==> src/rtl/dpg_pkg.sv <==
// ----------------------------------------------------------------------------
// dpg_pkg
// Shared types, widths and the microcode table of the distinct permutation
// generator.
// ----------------------------------------------------------------------------
`timescale 1ns / 1ps
`default_nettype none

package dpg_pkg;

  localparam int MAX_LEN   = 8;
  localparam int ELEM_BITS = 8;
  localparam int ADDR_W    = $clog2(MAX_LEN);
  localparam int CNT_W     = ADDR_W + 1;     // holds 0..MAX_LEN
  localparam int LVL_W     = CNT_W + 1;      // signed level, -1..MAX_LEN-2
  localparam int LEN_W     = 4;
  localparam int PERM_W    = 16;
  localparam int PC_W      = 5;

  localparam logic [PERM_W-1:0] PERM_MAX = '1;

  typedef enum logic [2:0] {
    RD_NONE, RD_LVL, RD_I, RD_J, RD_K, RD_KP1
  } rd_sel_t;

  typedef enum logic [1:0] {
    WR_NONE, WR_LVL_RD, WR_I_A
  } wr_sel_t;

  typedef enum logic [1:0] {LV_HOLD, LV_INIT, LV_DEC} lvl_op_t;
  typedef enum logic [1:0] {I_HOLD, I_LOAD, I_INC} i_op_t;
  typedef enum logic [1:0] {J_HOLD, J_LVL, J_INC} j_op_t;
  typedef enum logic [1:0] {K_HOLD, K_ZERO, K_LVL1, K_INC} k_op_t;
  typedef enum logic [1:0] {ST_NONE, ST_LVL_I, ST_K_K} stk_op_t;
  typedef enum logic [1:0] {OUT_NONE, OUT_ELEM, OUT_EXH} out_op_t;
  typedef enum logic [1:0] {FL_NONE, FL_START, FL_EMIT, FL_DONE} flag_op_t;

  typedef enum logic [3:0] {
    CD_NEVER, CD_ALWAYS, CD_DONE, CD_NSTART, CD_LVL_NEG,
    CD_I_GE_N, CD_RD_EQ_C, CD_J_NE_I, CD_K_GE_NM1, CD_K_NE_NM1
  } cond_t;

  typedef struct packed {
    logic done;
    logic nstart;
    logic lvl_neg;
    logic i_ge_n;
    logic rd_eq_c;
    logic j_ne_i;
    logic k_ge_nm1;
    logic k_ne_nm1;
  } flags_t;

  typedef struct packed {
    rd_sel_t             rd_sel;
    wr_sel_t             wr_sel;
    lvl_op_t             lvl_op;
    i_op_t               i_op;
    j_op_t               j_op;
    k_op_t               k_op;
    stk_op_t             stk_op;
    out_op_t             out_op;
    flag_op_t            flag_op;
    logic                a_ld;
    logic                c_ld;
    cond_t               cond;
    logic [PC_W-1:0]     target;
    logic                fin;
  } uword_t;

  localparam uword_t UW_NOP = '{
    rd_sel: RD_NONE, wr_sel: WR_NONE, lvl_op: LV_HOLD, i_op: I_HOLD,
    j_op: J_HOLD, k_op: K_HOLD, stk_op: ST_NONE, out_op: OUT_NONE,
    flag_op: FL_NONE, a_ld: 1'b0, c_ld: 1'b0, cond: CD_NEVER,
    target: '0, fin: 1'b0
  };

  // Program addresses
  localparam logic [PC_W-1:0] S_DISP   = PC_W'(0);
  localparam logic [PC_W-1:0] S_CHKST  = PC_W'(1);
  localparam logic [PC_W-1:0] S_NEXT   = PC_W'(2);
  localparam logic [PC_W-1:0] S_LOOP   = PC_W'(3);
  localparam logic [PC_W-1:0] S_ULD    = PC_W'(4);
  localparam logic [PC_W-1:0] S_URD    = PC_W'(5);
  localparam logic [PC_W-1:0] S_UWA    = PC_W'(6);
  localparam logic [PC_W-1:0] S_UWB    = PC_W'(7);
  localparam logic [PC_W-1:0] S_SRCH   = PC_W'(8);
  localparam logic [PC_W-1:0] S_SCHK   = PC_W'(9);
  localparam logic [PC_W-1:0] S_SREF   = PC_W'(10);
  localparam logic [PC_W-1:0] S_CMP    = PC_W'(11);
  localparam logic [PC_W-1:0] S_CRD    = PC_W'(12);
  localparam logic [PC_W-1:0] S_FOUND  = PC_W'(13);
  localparam logic [PC_W-1:0] S_SRD    = PC_W'(14);
  localparam logic [PC_W-1:0] S_SWA    = PC_W'(15);
  localparam logic [PC_W-1:0] S_SWB    = PC_W'(16);
  localparam logic [PC_W-1:0] S_DESC   = PC_W'(17);
  localparam logic [PC_W-1:0] S_DSET   = PC_W'(18);
  localparam logic [PC_W-1:0] S_EMITP  = PC_W'(19);
  localparam logic [PC_W-1:0] S_EREAD  = PC_W'(20);
  localparam logic [PC_W-1:0] S_EMIT   = PC_W'(21);
  localparam logic [PC_W-1:0] S_FAIL   = PC_W'(22);
  localparam logic [PC_W-1:0] S_FIN    = PC_W'(23);
  localparam logic [PC_W-1:0] S_EXH    = PC_W'(24);
  localparam logic [PC_W-1:0] S_FIRST  = PC_W'(25);

  function automatic uword_t dpg_rom(input logic [PC_W-1:0] pc);
    uword_t w;
    w = UW_NOP;
    unique case (pc)
      S_DISP:  begin w.cond = CD_DONE; w.target = S_EXH; end
      S_CHKST: begin w.cond = CD_NSTART; w.target = S_FIRST; end
      S_NEXT:  begin w.lvl_op = LV_INIT; end
      S_LOOP:  begin w.cond = CD_LVL_NEG; w.target = S_FIN; end
      // undo the pending swap of slot lvl with slot i
      S_ULD:   begin w.i_op = I_LOAD; w.rd_sel = RD_LVL; end
      S_URD:   begin w.rd_sel = RD_I; w.a_ld = 1'b1; end
      S_UWA:   begin w.wr_sel = WR_LVL_RD; end
      S_UWB:   begin w.wr_sel = WR_I_A; end
      // look for the next candidate with no equal element before it
      S_SRCH:  begin w.i_op = I_INC; end
      S_SCHK:  begin
        w.cond = CD_I_GE_N; w.target = S_FAIL;
        w.rd_sel = RD_I; w.j_op = J_LVL;
      end
      S_SREF:  begin w.c_ld = 1'b1; w.rd_sel = RD_J; end
      S_CMP:   begin w.j_op = J_INC; w.cond = CD_RD_EQ_C; w.target = S_SRCH; end
      S_CRD:   begin w.rd_sel = RD_J; w.cond = CD_J_NE_I; w.target = S_CMP; end
      // take it: record, swap, reset deeper levels
      S_FOUND: begin w.stk_op = ST_LVL_I; w.rd_sel = RD_LVL; end
      S_SRD:   begin w.rd_sel = RD_I; w.a_ld = 1'b1; end
      S_SWA:   begin w.wr_sel = WR_LVL_RD; end
      S_SWB:   begin w.wr_sel = WR_I_A; w.k_op = K_LVL1; end
      S_DESC:  begin w.cond = CD_K_GE_NM1; w.target = S_EMITP; end
      S_DSET:  begin
        w.stk_op = ST_K_K; w.k_op = K_INC;
        w.cond = CD_ALWAYS; w.target = S_DESC;
      end
      // stream the arrangement out, one element per cycle
      S_EMITP: begin w.flag_op = FL_EMIT; w.k_op = K_ZERO; end
      S_EREAD: begin w.rd_sel = RD_K; end
      S_EMIT:  begin
        w.out_op = OUT_ELEM; w.rd_sel = RD_KP1; w.k_op = K_INC;
        w.cond = CD_K_NE_NM1; w.target = S_EMIT; w.fin = 1'b1;
      end
      S_FAIL:  begin w.lvl_op = LV_DEC; w.cond = CD_ALWAYS; w.target = S_LOOP; end
      S_FIN:   begin w.flag_op = FL_DONE; end
      S_EXH:   begin w.out_op = OUT_EXH; w.fin = 1'b1; end
      S_FIRST: begin
        w.flag_op = FL_START; w.k_op = K_ZERO;
        w.cond = CD_ALWAYS; w.target = S_DESC;
      end
      default: begin w.fin = 1'b1; end
    endcase
    return w;
  endfunction

endpackage

`default_nettype wire

==> src/rtl/distinct_permutation_generator_unit.sv <==
// ----------------------------------------------------------------------------
// distinct_permutation_generator_unit
// Enumerates the distinct permutations of a loaded sequence in recursive
// swap order, one permutation per request until exhausted, streamed one element per cycle.
// ----------------------------------------------------------------------------
//
//  Channel  | Handshake             | Payload
//  ---------+-----------------------+-----------------------------------------
//  input    | start, busy           | in_operation, in_value
//  result   | out_strobe            | out_element, out_position, out_last,
//           |                       | out_perm_number, out_exhausted
//  config   | cfg_we                | cfg_data (sequence length)
//
//  busy never rises for a load.
//  A request runs a microprogram on a single-read, single-write element
//  store: swaps and duplicate compares go through its single ports, and
//  the permutation streams out at one element per cycle after setup. A
//  request after the first takes longer for each level it unwinds; an
//  exhausted request answers with a single exhausted item.
//  Reset is synchronous, active low; the store itself is not cleared.
//  Results leave through a registered stage and cannot be stalled.
//
`timescale 1ns / 1ps
`default_nettype none

module distinct_permutation_generator_unit (
  input  wire logic                          clk,
  input  wire logic                          rst_n,
  // item channel
  input  wire logic                          start,
  output logic                               busy,
  input  wire logic                          in_operation,
  input  wire logic [dpg_pkg::ELEM_BITS-1:0] in_value,
  // result channel
  output logic                               out_strobe,
  output logic [dpg_pkg::ELEM_BITS-1:0]      out_element,
  output logic [dpg_pkg::ADDR_W-1:0]         out_position,
  output logic                               out_last,
  output logic [dpg_pkg::PERM_W-1:0]         out_perm_number,
  output logic                               out_exhausted,
  // configuration
  input  wire logic                          cfg_we,
  input  wire logic [dpg_pkg::LEN_W-1:0]     cfg_data
);
  import dpg_pkg::*;

  // --------------------------------------------------------------------------
  // Handshake
  // --------------------------------------------------------------------------
  logic   accept, go, load;
  uword_t ctl;
  flags_t flags;

  assign accept = start && !busy;
  assign go     = accept && in_operation;
  assign load   = accept && !in_operation;

  // --------------------------------------------------------------------------
  // Control state
  // --------------------------------------------------------------------------
  logic [LEN_W-1:0]  len_r;
  logic [ADDR_W-1:0] lp_r, lp_nxt;
  logic [ADDR_W-1:0] cur_r;
  logic [PERM_W-1:0] count_r;
  logic              started_r, done_r;
  logic [ADDR_W-1:0] stack_r [MAX_LEN];

  // Effective length: zero acts as one, clamp at the store depth.
  logic [CNT_W-1:0] n_w, nm1_w;

  always_comb begin
    priority if (len_r == '0) begin
      n_w = CNT_W'(1);
    end else if (LEN_W'(len_r) > LEN_W'(MAX_LEN)) begin
      n_w = CNT_W'(MAX_LEN);
    end else begin
      n_w = CNT_W'(len_r);
    end
  end
  assign nm1_w = n_w - CNT_W'(1);

  // Load pointer wraps at the effective length.
  logic [CNT_W-1:0] lp_inc;
  assign lp_inc = {1'b0, lp_r} + CNT_W'(1);
  assign lp_nxt = (lp_inc >= n_w) ? '0 : lp_inc[ADDR_W-1:0];

  // --------------------------------------------------------------------------
  // Scratch registers of the datapath
  // --------------------------------------------------------------------------
  logic signed [LVL_W-1:0] lvl_r;
  logic [CNT_W-1:0]        i_r, j_r, k_r;
  logic [ELEM_BITS-1:0]    rd_r, a_r, c_r;

  logic [CNT_W-1:0]        lvl_u;
  assign lvl_u = lvl_r[CNT_W-1:0];

  // Starting level of a request: one above the deepest, clamped to n-2.
  logic signed [LVL_W-1:0] lvl_t, lvl_m, lvl_init;
  always_comb begin
    lvl_t    = $signed(LVL_W'(cur_r)) - $signed(LVL_W'(1));
    lvl_m    = $signed(LVL_W'(n_w)) - $signed(LVL_W'(2));
    lvl_init = (lvl_t < lvl_m) ? lvl_t : lvl_m;
  end

  // Saved index of this level, forced back to lvl if stale.
  logic [ADDR_W-1:0] stk_rd;
  logic [CNT_W-1:0]  i_saved;
  always_comb begin
    stk_rd  = stack_r[lvl_r[ADDR_W-1:0]];
    i_saved = CNT_W'(stk_rd);
    if (i_saved < lvl_u || i_saved >= n_w) begin
      i_saved = lvl_u;
    end
  end

  always_ff @(posedge clk) begin
    unique case (ctl.lvl_op)
      LV_INIT: lvl_r <= lvl_init;
      LV_DEC:  lvl_r <= lvl_r - LVL_W'(1);
      default: lvl_r <= lvl_r;
    endcase
    unique case (ctl.i_op)
      I_LOAD:  i_r <= i_saved;
      I_INC:   i_r <= i_r + CNT_W'(1);
      default: i_r <= i_r;
    endcase
    unique case (ctl.j_op)
      J_LVL:   j_r <= lvl_u;
      J_INC:   j_r <= j_r + CNT_W'(1);
      default: j_r <= j_r;
    endcase
    unique case (ctl.k_op)
      K_ZERO:  k_r <= '0;
      K_LVL1:  k_r <= lvl_u + CNT_W'(1);
      K_INC:   k_r <= k_r + CNT_W'(1);
      default: k_r <= k_r;
    endcase
    if (ctl.a_ld) a_r <= rd_r;
    if (ctl.c_ld) c_r <= rd_r;
  end

  // --------------------------------------------------------------------------
  // Element store: one read port with registered data, one write port.
  // Also the working array that the swaps rearrange.
  // --------------------------------------------------------------------------
  logic [ELEM_BITS-1:0] store_mem [MAX_LEN];
  logic                 rd_en, wr_en;
  logic [ADDR_W-1:0]    rd_addr, wr_addr;
  logic [ELEM_BITS-1:0] wr_data;

  always_comb begin
    rd_en   = 1'b1;
    rd_addr = '0;
    unique case (ctl.rd_sel)
      RD_LVL:  rd_addr = lvl_r[ADDR_W-1:0];
      RD_I:    rd_addr = i_r[ADDR_W-1:0];
      RD_J:    rd_addr = j_r[ADDR_W-1:0];
      RD_K:    rd_addr = k_r[ADDR_W-1:0];
      RD_KP1:  rd_addr = k_r[ADDR_W-1:0] + ADDR_W'(1);
      default: rd_en   = 1'b0;
    endcase
  end

  always_comb begin
    wr_en   = 1'b0;
    wr_addr = lp_r;
    wr_data = in_value;
    if (load) begin
      wr_en = 1'b1;
    end else begin
      unique case (ctl.wr_sel)
        WR_LVL_RD: begin
          wr_en   = 1'b1;
          wr_addr = lvl_r[ADDR_W-1:0];
          wr_data = rd_r;
        end
        WR_I_A: begin
          wr_en   = 1'b1;
          wr_addr = i_r[ADDR_W-1:0];
          wr_data = a_r;
        end
        default: wr_en = 1'b0;
      endcase
    end
  end

  always_ff @(posedge clk) begin
    if (rd_en) rd_r <= store_mem[rd_addr];
    if (wr_en) store_mem[wr_addr] <= wr_data;
  end

  // --------------------------------------------------------------------------
  // Sequencer
  // --------------------------------------------------------------------------
  assign flags = '{
    done:     done_r,
    nstart:   !started_r,
    lvl_neg:  lvl_r[LVL_W-1],
    i_ge_n:   (i_r >= n_w),
    rd_eq_c:  (rd_r == c_r),
    j_ne_i:   (j_r != i_r),
    k_ge_nm1: (k_r >= nm1_w),
    k_ne_nm1: (k_r != nm1_w)
  };

  dpg_useq u_useq (
    .clk   (clk),
    .rst_n (rst_n),
    .go    (go),
    .flags (flags),
    .ctl   (ctl),
    .busy  (busy)
  );

  // --------------------------------------------------------------------------
  // Control state update. Loads and length writes restart the enumeration
  // from whatever arrangement the store holds now.
  // --------------------------------------------------------------------------
  always_ff @(posedge clk) begin
    if (!rst_n) begin
      len_r     <= LEN_W'(3);
      lp_r      <= '0;
      cur_r     <= '0;
      count_r   <= '0;
      started_r <= 1'b0;
      done_r    <= 1'b0;
      for (int s = 0; s < MAX_LEN; s++) begin
        stack_r[s] <= '0;
      end
    end else begin
      if (cfg_we) len_r <= cfg_data;
      if (load)   lp_r  <= lp_nxt;

      priority if (cfg_we || load) begin
        started_r <= 1'b0;
        done_r    <= 1'b0;
        count_r   <= '0;
        cur_r     <= '0;
      end else begin
        unique case (ctl.flag_op)
          FL_START: started_r <= 1'b1;
          FL_EMIT: begin
            cur_r <= nm1_w[ADDR_W-1:0];
            if (count_r != PERM_MAX) count_r <= count_r + PERM_W'(1);
          end
          FL_DONE: begin
            done_r <= 1'b1;
            cur_r  <= '0;
          end
          default: ;
        endcase
      end

      unique case (ctl.stk_op)
        ST_LVL_I: stack_r[lvl_r[ADDR_W-1:0]] <= i_r[ADDR_W-1:0];
        ST_K_K:   stack_r[k_r[ADDR_W-1:0]]   <= k_r[ADDR_W-1:0];
        default: ;
      endcase
    end
  end

  // --------------------------------------------------------------------------
  // Result stage
  // --------------------------------------------------------------------------
  logic strobe_r;
  assign out_strobe = strobe_r;

  always_ff @(posedge clk) begin
    if (!rst_n) begin
      strobe_r <= 1'b0;
    end else begin
      strobe_r <= (ctl.out_op != OUT_NONE);
    end
  end

  always_ff @(posedge clk) begin
    unique case (ctl.out_op)
      OUT_ELEM: begin
        out_element     <= rd_r;
        out_position    <= k_r[ADDR_W-1:0];
        out_last        <= (k_r == nm1_w);
        out_perm_number <= count_r;
        out_exhausted   <= 1'b0;
      end
      OUT_EXH: begin
        out_element     <= '0;
        out_position    <= '0;
        out_last        <= 1'b1;
        out_perm_number <= count_r;
        out_exhausted   <= 1'b1;
      end
      default: ;
    endcase
  end

  // --------------------------------------------------------------------------
  // Assertions
  // --------------------------------------------------------------------------
`ifndef ASSERT_OFF
  a_go_busy: assert property (@(posedge clk) disable iff (!rst_n)
    go |=> busy)
    else $error("request accepted but sequencer not running");

  a_load_idle: assert property (@(posedge clk) disable iff (!rst_n)
    load |=> !busy)
    else $error("load started the sequencer");

  a_exh_shape: assert property (@(posedge clk) disable iff (!rst_n)
    out_strobe && out_exhausted |-> out_last && (out_position == '0))
    else $error("exhausted item malformed");

  a_last_pos: assert property (@(posedge clk) disable iff (!rst_n)
    out_strobe && !out_exhausted && out_last |-> (CNT_W'(out_position) == nm1_w))
    else $error("last element at wrong position");
`endif

endmodule

`default_nettype wire

==> src/rtl/dpg_useq.sv <==
// ----------------------------------------------------------------------------
// dpg_useq
// Microcode sequencer: step counter, control store lookup and branch logic.
// ----------------------------------------------------------------------------
`timescale 1ns / 1ps
`default_nettype none

module dpg_useq (
  input  wire logic            clk,
  input  wire logic            rst_n,
  input  wire logic            go,
  input  wire dpg_pkg::flags_t flags,
  output dpg_pkg::uword_t      ctl,
  output logic                 busy
);
  import dpg_pkg::*;

  logic [PC_W-1:0] pc_r, pc_nxt;
  logic            run_r, run_nxt;
  uword_t          word;
  logic            taken;

  assign word = dpg_rom(pc_r);
  assign ctl  = run_r ? word : UW_NOP;
  assign busy = run_r;

  always_comb begin
    unique case (word.cond)
      CD_NEVER:    taken = 1'b0;
      CD_ALWAYS:   taken = 1'b1;
      CD_DONE:     taken = flags.done;
      CD_NSTART:   taken = flags.nstart;
      CD_LVL_NEG:  taken = flags.lvl_neg;
      CD_I_GE_N:   taken = flags.i_ge_n;
      CD_RD_EQ_C:  taken = flags.rd_eq_c;
      CD_J_NE_I:   taken = flags.j_ne_i;
      CD_K_GE_NM1: taken = flags.k_ge_nm1;
      CD_K_NE_NM1: taken = flags.k_ne_nm1;
      default:     taken = 1'b0;
    endcase
  end

  always_comb begin
    pc_nxt  = pc_r;
    run_nxt = run_r;
    priority if (go) begin
      pc_nxt  = S_DISP;
      run_nxt = 1'b1;
    end else if (run_r) begin
      priority if (taken) begin
        pc_nxt = word.target;
      end else if (word.fin) begin
        run_nxt = 1'b0;
      end else begin
        pc_nxt = pc_r + PC_W'(1);
      end
    end
  end

  always_ff @(posedge clk) begin
    if (!rst_n) begin
      pc_r  <= S_DISP;
      run_r <= 1'b0;
    end else begin
      pc_r  <= pc_nxt;
      run_r <= run_nxt;
    end
  end

endmodule

`default_nettype wire

==> config.mk <==
export PLATFORM = sky130hd
export DESIGN_NAME = distinct_permutation_generator_unit
export DESIGN_NICKNAME = d
export VERILOG_FILES = /design/src/rtl/dpg_pkg.sv /design/src/rtl/distinct_permutation_generator_unit.sv /design/src/rtl/dpg_useq.sv
export SDC_FILE = /design/constraint.sdc
export NUM_CORES = 1
export LEC_CHECK = 0
export ABC_AREA = 1
export CAP_MARGIN = 15
export CORE_MARGIN = 3
export CORE_UTILIZATION = 53
export DETAILED_ROUTE_END_ITERATION = 6
export DONT_BUFFER_PORTS = 1
export PLACE_DENSITY = 0.77
export SYNTH_ARGS = -nofsm -noshare
export SYNTH_HDL_FRONTEND = slang
export SYNTH_HIERARCHICAL = 1
export SYNTH_SLANG_ARGS = --single-unit
==> constraint.sdc <==
create_clock -name clk -period 2.95 [get_ports clk]
set_input_delay 0.295 -clock clk [delete_from_list [all_inputs] [get_ports clk]]
set_output_delay 0.295 -clock clk [all_outputs]
set_load 0.01 [all_outputs]
==> results of run 1 <==
-- what timing repair did --
item / in CTS / in global routing
buffers inserted: 3 / 10
resized for setup: 14 / 71
hold endpoints to repair: 5 / 0
cloned: 0 / 2
endpoints found under the setup margin: 32 / 101
pin swaps: 1 / 22
hold buffers: 4 / 0
-- state kept, by name (all words and copies together) (netlist names), 5 cells and up, named ones only --
name,flops
stack_r,24
lvl_r,5
store_mem,64
out_perm_number,16
out_element,8
c_r,8
rd_r,8
count_r,16
a_r,8
u_useq/pc_r,5
-- per-stage QoR --
step / setup TNS [ns] / hold slack [ns] / utilization (%) / instance area (um^2) / power [mW]
after floorplan: 0 / 0.406 / - / 10300 / 3.55
after global placement: -0.767 / 0.386 / 58.1 / 11000 / 3.75
final: 0 / 0.0102 / 63.8 / 12100 / 6.19
after CTS: 0 / 0.00222 / 62.0 / 11700 / 6.15
after detailed placement: -3.31 / 0.386 / 58.1 / 11000 / 3.76
after global routing: -0.664 / 0.0102 / 63.8 / 12100 / 6.41
-- worst max-delay path, cell delays in order, from the launching register on --
cell,delay [ns]
dfxtp_2,0.34
buf_6,0.13
inv_6,0.06
ha_4,0.15
inv_2,0.05
nor2_4,0.14
nand2_2,0.08
nand2_2,0.07
nor2_1,0.04
a21oi_1,0.16
buf_4,0.17
inv_2,0.05
nand3_2,0.08
inv_2,0.05
a21oi_2,0.17
nand3_4,0.17
buf_6,0.19
or2_0,0.21
o211ai_1,0.10
nand3_1,0.11
and2_4,0.15
-- how the worst max path moves through the flow --
stage	startpoint	to	slack, ns	cells after the start
2_1_floorplan	u_useq/pc_r[0]	store_mem[2][0]	0.08	16
3_3_place_gp	u_useq/pc_r[1]	rd_r[4]	-0.08	20
3_5_place_dp	u_useq/pc_r[1]	rd_r[1]	-0.24	20
4_1_cts	u_useq/pc_r[1]	rd_r[0]	0.007	20
5_1_grt	u_useq/pc_r[1]	rd_r[6]	-0.08	20
6_report	u_useq/pc_r[1]	rd_r[1]	0.03	20
-- layer usage --
metal  part of all wire (%)  track usage (%)  vias up  routed length, um
li1                       -                -     3983                  -
met1                     42             29.8     3746              10400
met2                     48             38.3      313              12000
met3                    6.7             4.45       58               1670
met4                    3.3             9.69        0                831
met5                      0                0        -                  0
-- cell type report --
class | count | area (um^2) | share of cell area, %
multi-input combinational | 766 | 4260 | 35.3
clock inverter | 13 | 165 | 1.37
inverter | 147 | 559 | 4.64
tap | 260 | 325 | 2.70
sequential | 196 | 5510 | 45.7
clock buffer | 19 | 464 | 3.85
timing repair buffer | 90 | 774 | 6.42
-- power by group through the flow --
stage / clock [mW] / combinational [mW] / sequential [mW]
after floorplan: 0 / 0.437 / 3.11
after global placement: 0 / 0.631 / 3.12
after detailed placement: 0 / 0.643 / 3.12
after CTS: 2.43 / 0.666 / 3.05
after global routing: 2.54 / 0.810 / 3.06
final: 2.40 / 0.729 / 3.06
==> run summary, run 1 <==
Outcome - completed
FP Rows - 50
Worst-margin pin slew - 0.705 ns
Sw Ratio - 26.6%
Fillcell total - 1542
First-iteration detailed-routing DRC count - 754
CTS Root Cell - clkbuf_16
Max_cap viols - 0
GP Congestion - 0.941
DRT Pass-1 Iters - 5
CTS tree - done
Port buffer count - 0
CP Max Fanout - 12
CTS buffer count - 17
Worst R2R Start - u_useq/pc_r[1]
Clock latency at the later pin of the worst-skew pair - 0.43 ns
Total congestion overflow - 0
Worst EP required - 3.15 ns
Final WL - 24.9 mm
Final hold vios - 0
Inst Count DP - 1440
HP Class - input pin to flip-flop
Mapped Avg Cell Area - 9.07 um^2
# diodes - 0
Most frequent cells in the layout - nand2_1 (192), nor2_1 (167), edfxtp_1 (158)
Die Span X - 145 um
CP arrival - 3.12 ns
Cell Area, Synth - 10300 um^2
Leakage - 4.78 nW
Final Skew - 0.00834 ns
First-pass GRT wire length - 38.9 mm
Non-filler cells, final - 1491
Vias per Instance - 5.43
Clock sinks - 196
Tcrit/Tclk final - 99.1%
Vias - 8100
Setup crit start kind - flip-flop
Core Area - 18900 um^2
Warnings, synthesis - 6
DP Worst Slack - -0.237 ns
HPWL after DPL - 17.3 mm
CP endpoint kind - flip-flop
Comb pwr share - 11.8%
DIE AREA - 21100 um^2
Largest net degree at the start of global routing - 33
Routed WL per cell - 16.7 um
Cell depth of the worst hold path - 2
Antenna violations before repair - 0
Cell count after synthesis - 1136
Htree depth - 4
Flop pwr share - 49.4%
Final min period - 2.92 ns
Fmax - 0.342 GHz
Area Overhead vs Synth - 17.1%
Total track usage - 23.1%
Most common cell after layout, fill and taps aside - nand2_1
Post-Syn Nets - 1197
R2R depth - 20
Final ANT Viol Nets - 0
Vias in the first global route - 7679
Setup WS post-layout - 0.0273 ns
Crit path kind - flip-flop to flip-flop
Pint - 4.54 mW
Die Y - 145 um
RSZ-0062 raised after global routing - true
Sw Pwr - 1.64 mW
Residual DRC count - 0
Clock power frac - 38.8%
Effective utilization at floorplan - 54.5%
Top Ports - 48
Hold endpoint - len_r[2]
Worst R2R Setup Slack - 0.03 ns
Register clock-pin slew on the reported worst setup and hold paths - 0.08 ns
Min-delay src - cfg_data[2]
Clock Path Buffers - 2
Maximum vdd drop - 0.493 mV
# setup viols final - 0
P per Cell Area - 513 nW/um^2
Layout Nets - 1279
Worst r2r dst - rd_r[1]
Proportion of layout cells with a drive suffix above 1 - 17.6%
Final Max Tran Viols - 0
Slew headroom - 52.8%
Power figures use the tool's default switching activity.
==> inputs of run 2 (changes only) <==
--- a/config.mk
+++ b/config.mk
@@ -5,7 +5,7 @@
 export SDC_FILE = /design/constraint.sdc
 export NUM_CORES = 1
 export LEC_CHECK = 0
-export ABC_AREA = 1
+export ABC_AREA = 0
 export CAP_MARGIN = 15
 export CORE_MARGIN = 3
 export CORE_UTILIZATION = 53
==> run 2 against run 1 <==
Net effect: the run now ends with DRC, setup timing left; via count increased by 1.3%; largest power group unchanged; hold slack improved by 0.0080 ns; clock power decreased by 7%; total power decreased by 7.7%; combinational power decreased by 37%; sequential power decreased by 1%; utilization increased by 4.5 points; highest routed layer unchanged; clock skew increased by 0.0056 ns; largest cell class unchanged; area after synthesis increased by 1.3%; routed wire length increased by 13%; critical path depth decreased by 6.
==> run summary, run 2 <==
CTS buffer count - 17 (unchanged)
Warnings, synthesis - 6 (unchanged)
Setup crit start kind - flip-flop
Total track usage - 23.2% (+0.12 points)
Sw Ratio - 24.2% (-2.4 points)
Max_cap viols - 0 (unchanged)
Largest net degree at the start of global routing - 31 (-6.1%)
CTS tree - done
Cell Area, Synth - 10400 um^2 (+1.3%)
DP Worst Slack - -0.206 ns (+0.0315 ns)
Effective utilization at floorplan - 54.9% (+0.37 points)
DIE AREA - 21400 um^2 (+1.3%)
Final ANT Viol Nets - 0 (unchanged)
Hold_ws - 0.0181 ns (+0.00797 ns)
DRT Pass-1 Iters - 7 (+2)
Register clock-pin slew on the reported worst setup and hold paths - 0.07 ns (about the same)
Maximum vdd drop - 0.379 mV (-23%)
Pint - 4.33 mW (-4.7%)
Area of placed instances - 11500 um^2 (+4.7%)
Vias - 8204 (+1.3%)
Proportion of layout cells with a drive suffix above 1 - 27.7% (+10 points)
Largest regs - store_mem (64), stack_r (24)
Final Skew - 0.0139 ns (+0.00555 ns)
Total congestion overflow - 0 (unchanged)
Slew headroom - 50.8% (-2.0 points)
CP Max Fanout - 7 (-5)
CP arrival - 3.31 ns (+0.19 ns)
First-pass GRT wire length - 39.6 mm (+1.6%)
Tcrit/Tclk final - 105% (+6.1 points)
Area Overhead vs Synth - 24.5%
Die Span X - 146 um (+0.64%)
Largest Register - store_mem
CP endpoint kind - flip-flop
Flop pwr share - 52.8% (+3.4 points)
GP Congestion - 0.955 (+1.5%)
Clock Path Buffers - 2 (unchanged)
RSZ-0062 raised after global routing - true
Final WL - 28.1 mm (+13%)
Leakage - 4.57 nW (-4.3%)
Failing checks - DRC, setup timing
Worst EP required - 3.15 ns (about the same)
Final hold vios - 0 (unchanged)
First-iteration detailed-routing DRC count - 775 (+2.8%)
HP Class - input pin to flip-flop
Fmax - 0.322 GHz (-5.8%)
Post-layout instance area - 13000 um^2 (+7.7%)
Port buffer count - 0 (unchanged)
Clock latency at the later pin of the worst-skew pair - 0.44 ns (about the same)
Overall power - 5.71 mW (-7.7%)
FP Rows - 50 (unchanged)
Core Area - 19000 um^2 (+0.66%)
Sw Pwr - 1.38 mW (-16%)
Setup WS post-layout - -0.152 ns (-0.179 ns)
Outcome - finished, violations left
Layout Nets - 1091 (-15%)
Mapped Avg Cell Area - 11.1 um^2 (+22%)
Residual DRC count - 1 (+1)
# setup viols final - 4 (+4)
Post-Syn Nets - 1004 (-16%)
Htree depth - 4 (unchanged)
Die Y - 146 um (+0.64%)
Cell count after synthesis - 943 (-17%)
Most common cell after layout, fill and taps aside - edfxtp_1
Crit path kind - flip-flop to flip-flop
Vias in the first global route - 7404 (-3.6%)
CTS Root Cell - clkbuf_16
Final min period - 3.10 ns (+0.179 ns)
Vias per Instance - 6.30 (+16%)
P per Cell Area - 440 nW/um^2 (-14%)
Final Max Tran Viols - 0 (unchanged)
Fillcell total - 1255 (-19%)
Clock power frac - 39.1% (+0.3 points)
Max FFs per register - 64 (unchanged)
HPWL after DPL - 17.8 mm (+2.9%)
Top Ports - 48 (unchanged)
Antenna violations before repair - 0 (unchanged)
Worst-margin pin slew - 0.732 ns (+0.0270 ns)
Routed WL per cell - 21.6 um (+29%)
Setup tns final - -0.326 ns (-0.326 ns)
Comb pwr share - 8.1% (-3.7 points)
Most frequent cells in the layout - edfxtp_1 (158), buf_4 (97), nor2_1 (86)
# diodes - 0 (unchanged)
Clock sinks - 196 (unchanged)
run 2: routing by layer:
layer | share of wire, % | vias up | track usage (%)
met5 | 0 | - | 0
met2 | 49 | 471 | 37.8
met4 | 3.2 | 0 | 7.76
li1 | - | 3693 | -
met3 | 7.6 | 75 | 3.94
met1 | 40 | 3965 | 31.8
run 2: power by group through the flow:
stage	sequential [mW]	clock (mW)	combinational (mW)
3_5_place_dp	3.08	0	0.372
4_1_cts	3.01	2.25	0.386
6_report	3.02	2.24	0.460
5_1_grt	3.02	2.36	0.498
2_1_floorplan	3.07	0	0.241
3_3_place_gp	3.07	0	0.365
run 2: path summary, 6_finish.rpt:
kind	cells after the start	slack, ns	from	to
hold / removal	1	0.02	rst_n	lp_r[0]
setup reg to reg	14	-0.15	u_useq/pc_r[0]	rd_r[2]
hold reg to reg	2	0.49	done_r	done_r
setup / recovery	14	-0.15	u_useq/pc_r[0]	rd_r[2]
run 2: repair_timing:
action                     4_1_cts  5_1_grt
setup endpoints to repair       60      147
hold endpoints to repair         5        0
cloned                           0        6
pin swaps                        4       30
hold buffers                     4        0
setup buffers                    2       11
gates resized for setup         29      127
run 2: area by class of cell:
type	count	area (um^2)	area share, %
sequential	196	5530	42.6
tap	260	325	2.50
clock buffer	18	429	3.30
timing repair buffer	121	1120	8.66
inverter	47	188	1.44
clock inverter	14	143	1.10
multi-input combinational	647	5250	40.4
run 2: worst max-delay path: stages, from the launching register on:
cell	delay [ns]
dfxtp_4	0.37
inv_4	0.08
ha_4	0.17
a21oi_2	0.09
a31oi_4	0.17
a21oi_2	0.08
nor2_2	0.15
buf_6	0.15
mux2_4	0.32
a32oi_4	0.26
buf_6	0.20
clkbuf_16	0.15
and3_1	0.23
a2111oi_4	0.07
nor4_1	0.38
run 2: per-stage QoR:
step,util [%],std cells
2_1_floorplan,-,943
3_3_place_gp,60.4,1248
3_5_place_dp,60.4,1248
4_1_cts,64.2,1286
5_1_grt,68.3,1303
6_report,68.3,1303
==> inputs of run 3 (changes only) <==
--- a/config.mk
+++ b/config.mk
@@ -8,10 +8,10 @@
 export ABC_AREA = 0
 export CAP_MARGIN = 15
 export CORE_MARGIN = 3
-export CORE_UTILIZATION = 53
+export CORE_UTILIZATION = 37
 export DETAILED_ROUTE_END_ITERATION = 6
 export DONT_BUFFER_PORTS = 1
-export PLACE_DENSITY = 0.77
+export PLACE_DENSITY = 0.59
 export SYNTH_ARGS = -nofsm -noshare
 export SYNTH_HDL_FRONTEND = slang
 export SYNTH_HIERARCHICAL = 1
==> run 3 against run 2 <==
Net effect: the run ends with setup timing left; sequential cell count did not move; setup slack better by 0.089 ns; first-iteration DRC count is 15% lower; clock skew down 0.0027 ns; cell count rose by 9.7%; non-clock buffer count grew 14; routed wire length decreased by 5.5%; hold slack got worse by 0.0057 ns; sequential share of layout area decreased by 0.23 points; critical path depth up 1; die area is 41% higher; total power grew 1.6%; critical path type unchanged; critical endpoint is now rd_r[3]; largest power group unchanged.
==> run summary, run 3 (synthesis gave the netlist of run 2 again) <==
Vias - 7804 (-4.9%)
Layout Nets - 1106 (+1.4%)
Die Y - 174 um (+19%)
Cell depth of the worst hold path - 2 (+1)
Hold endpoint - lp_r[2]
HP Class - input pin to flip-flop
Outcome - finished, violations left
Worst Path Buf+Inv - 5 (+1)
CP Max Fanout - 13 (+6)
Util after Layout - 47.8% (-21 points)
Core Area - 27300 um^2 (+44%)
Critical path's largest stage delay - 0.38 ns (about the same)
Clock latency at the later pin of the worst-skew pair - 0.44 ns (about the same)
Top Ports - 48 (unchanged)
Effective utilization at floorplan - 38.2% (-17 points)
Port buffer count - 0 (unchanged)
Area Overhead vs Synth - 25.0%
Vias per Instance - 5.46 (-13%)
Max_cap viols - 0 (unchanged)
# setup viols final - 1 (-3)
Worst R2R Setup Slack - -0.06 ns (+0.09 ns)
Largest regs - store_mem (64), stack_r (24)
GP Congestion - 0.912 (-4.5%)
Htree depth - 4 (unchanged)
Worst-margin pin slew - 0.659 ns (-0.0735 ns)
Final Skew - 0.0112 ns (-0.00269 ns)
Routed WL per cell - 18.6 um (-14%)
P per Cell Area - 445 nW/um^2 (+1.1%)
First-iteration detailed-routing DRC count - 661 (-15%)
Min-delay src - rst_n
Hold_ws - 0.0125 ns (-0.00566 ns)
Final ANT Viol Nets - 0 (unchanged)
CP arrival - 3.19 ns (-0.12 ns)
FP Rows - 60 (+20%)
Final hold vios - 0 (unchanged)
Max FFs per register - 64 (unchanged)
Worst EP required - 3.13 ns (-0.02 ns)
Residual DRC count - 0 (-1)
Register clock-pin slew on the reported worst setup and hold paths - 0.08 ns (about the same)
Largest net degree at the start of global routing - 30 (-3.2%)
Clock Path Buffers - 2 (unchanged)
Final Max Tran Viols - 0 (unchanged)
Clock sinks - 196 (unchanged)
Fmax - 0.332 GHz (+3.0%)
Antenna violations before repair - 0 (unchanged)
Tcrit/Tclk final - 102% (-3.0 points)
CTS buffer count - 17 (unchanged)
CP endpoint kind - flip-flop
First-pass GRT wire length - 41.2 mm (+4.1%)
Slew headroom - 55.9% (+5.1 points)
HPWL after DPL - 19.0 mm (+6.8%)
Total congestion overflow - 0 (unchanged)
Die Span X - 174 um (+19%)
Largest Register - store_mem
Final min period - 3.01 ns (-0.0895 ns)
Cell breakdown of the critical path - inv_4 -> ha_4 -> a21oi_1 -> a31oi_1 -> a21oi_1 -> nor2_1 -> buf_4 -> mux2_4 -> a32oi_4 -> nand2_4 -> buf_12 -> buf_12 -> a221oi_1 -> buf_4 -> nor4_1
Setup crit start kind - flip-flop
CTS tree - done
Final WL - 26.6 mm (-5.5%)
Crit-path slowest cell - dfxtp_4
CTS Root Cell - clkbuf_16
Worst r2r dst - rd_r[3]
# diodes - 0 (unchanged)
Crit path kind - flip-flop to flip-flop
DIE AREA - 30300 um^2 (+41%)
Proportion of layout cells with a drive suffix above 1 - 26.6% (-1.1 points)
Worst R2R Start - u_useq/pc_r[0]
Failing checks - setup timing
DRT Pass-1 Iters - 6 (-1)
Most common cell after layout, fill and taps aside - edfxtp_1
Most frequent cells in the layout - edfxtp_1 (158), buf_4 (117), nor2_1 (87)
RSZ-0062 raised after global routing - true
Leakage - 4.61 nW (+0.75%)
Setup WS post-layout - -0.0625 ns (+0.0895 ns)
Total track usage - 17.1% (-6.0 points)
R2R depth - 15 (+1)
Maximum vdd drop - 0.343 mV (-9.5%)
Vias in the first global route - 7385 (-0.26%)
Crit path max-delay family - compound AO/OA/AOI/OAI gates
-- run 3: cell type report --
type	count	area, um^2
Fill cell	2451	14300
Sequential cell	196	5520
Inverter	47	181
Multi-Input combinational cell	648	5060
Clock inverter	15	185
Timing Repair Buffer	135	1200
Clock buffer	17	425
Tap cell	372	465
-- run 3: worst max-delay path by stage --
| stage | from | endpoint | slack [ns] | cells past startpoint |
|---|---|---|---|---|
| after floorplan | u_useq/pc_r[2] | store_mem[6][0] | 0.007 | 14 |
| after global placement | u_useq/pc_r[0] | rd_r[5] | -0.1 | 13 |
| after detailed placement | u_useq/pc_r[1] | rd_r[0] | -0.17 | 12 |
| after CTS | len_r[1] | u_useq/pc_r[0] | 0.01 | 16 |
| after global routing | u_useq/pc_r[1] | rd_r[3] | -0.13 | 15 |
| final | u_useq/pc_r[0] | rd_r[3] | -0.06 | 15 |
-- run 3: metal layers --
layer	share of wire (%)	global-route usage [%]	routed length, um
met5	0	0	0
met4	2.6	5.56	700
met3	4.7	2.91	1240
met1	46	23.9	12200
met2	47	27.3	12500
-- run 3: timing repair --
| item | in CTS | in global routing |
|---|---|---|
| pin swaps | 5 | 22 |
| resized for setup | 35 | 71 |
| hold endpoints to repair | 6 | 0 |
| setup endpoints to repair | 56 | 121 |
| buffers inserted | 1 | 10 |
| gates cloned | 0 | 2 |
| hold buffers | 4 | 0 |
-- run 3: stage by stage --
step	area, um^2	total power, mW	cells	worst slack (ns)	TNS [ns]
detailed placement	11800	3.45	1381	-0.172	-1.17
global placement	11800	3.45	1381	-0.0986	-0.851
global route	13000	6.01	1430	-0.127	-0.573
finish	13000	5.80	1430	-0.0625	-0.0625
CTS	12600	5.81	1418	0.0140	0
floorplan	10600	3.31	943	0.00656	0
-- run 3: report_power, final --
part           internal (mW)  switching [mW]  total [mW]
sequential              2.99          0.0213        3.02
combinational          0.201           0.229       0.430
clock                   1.15            1.20        2.36
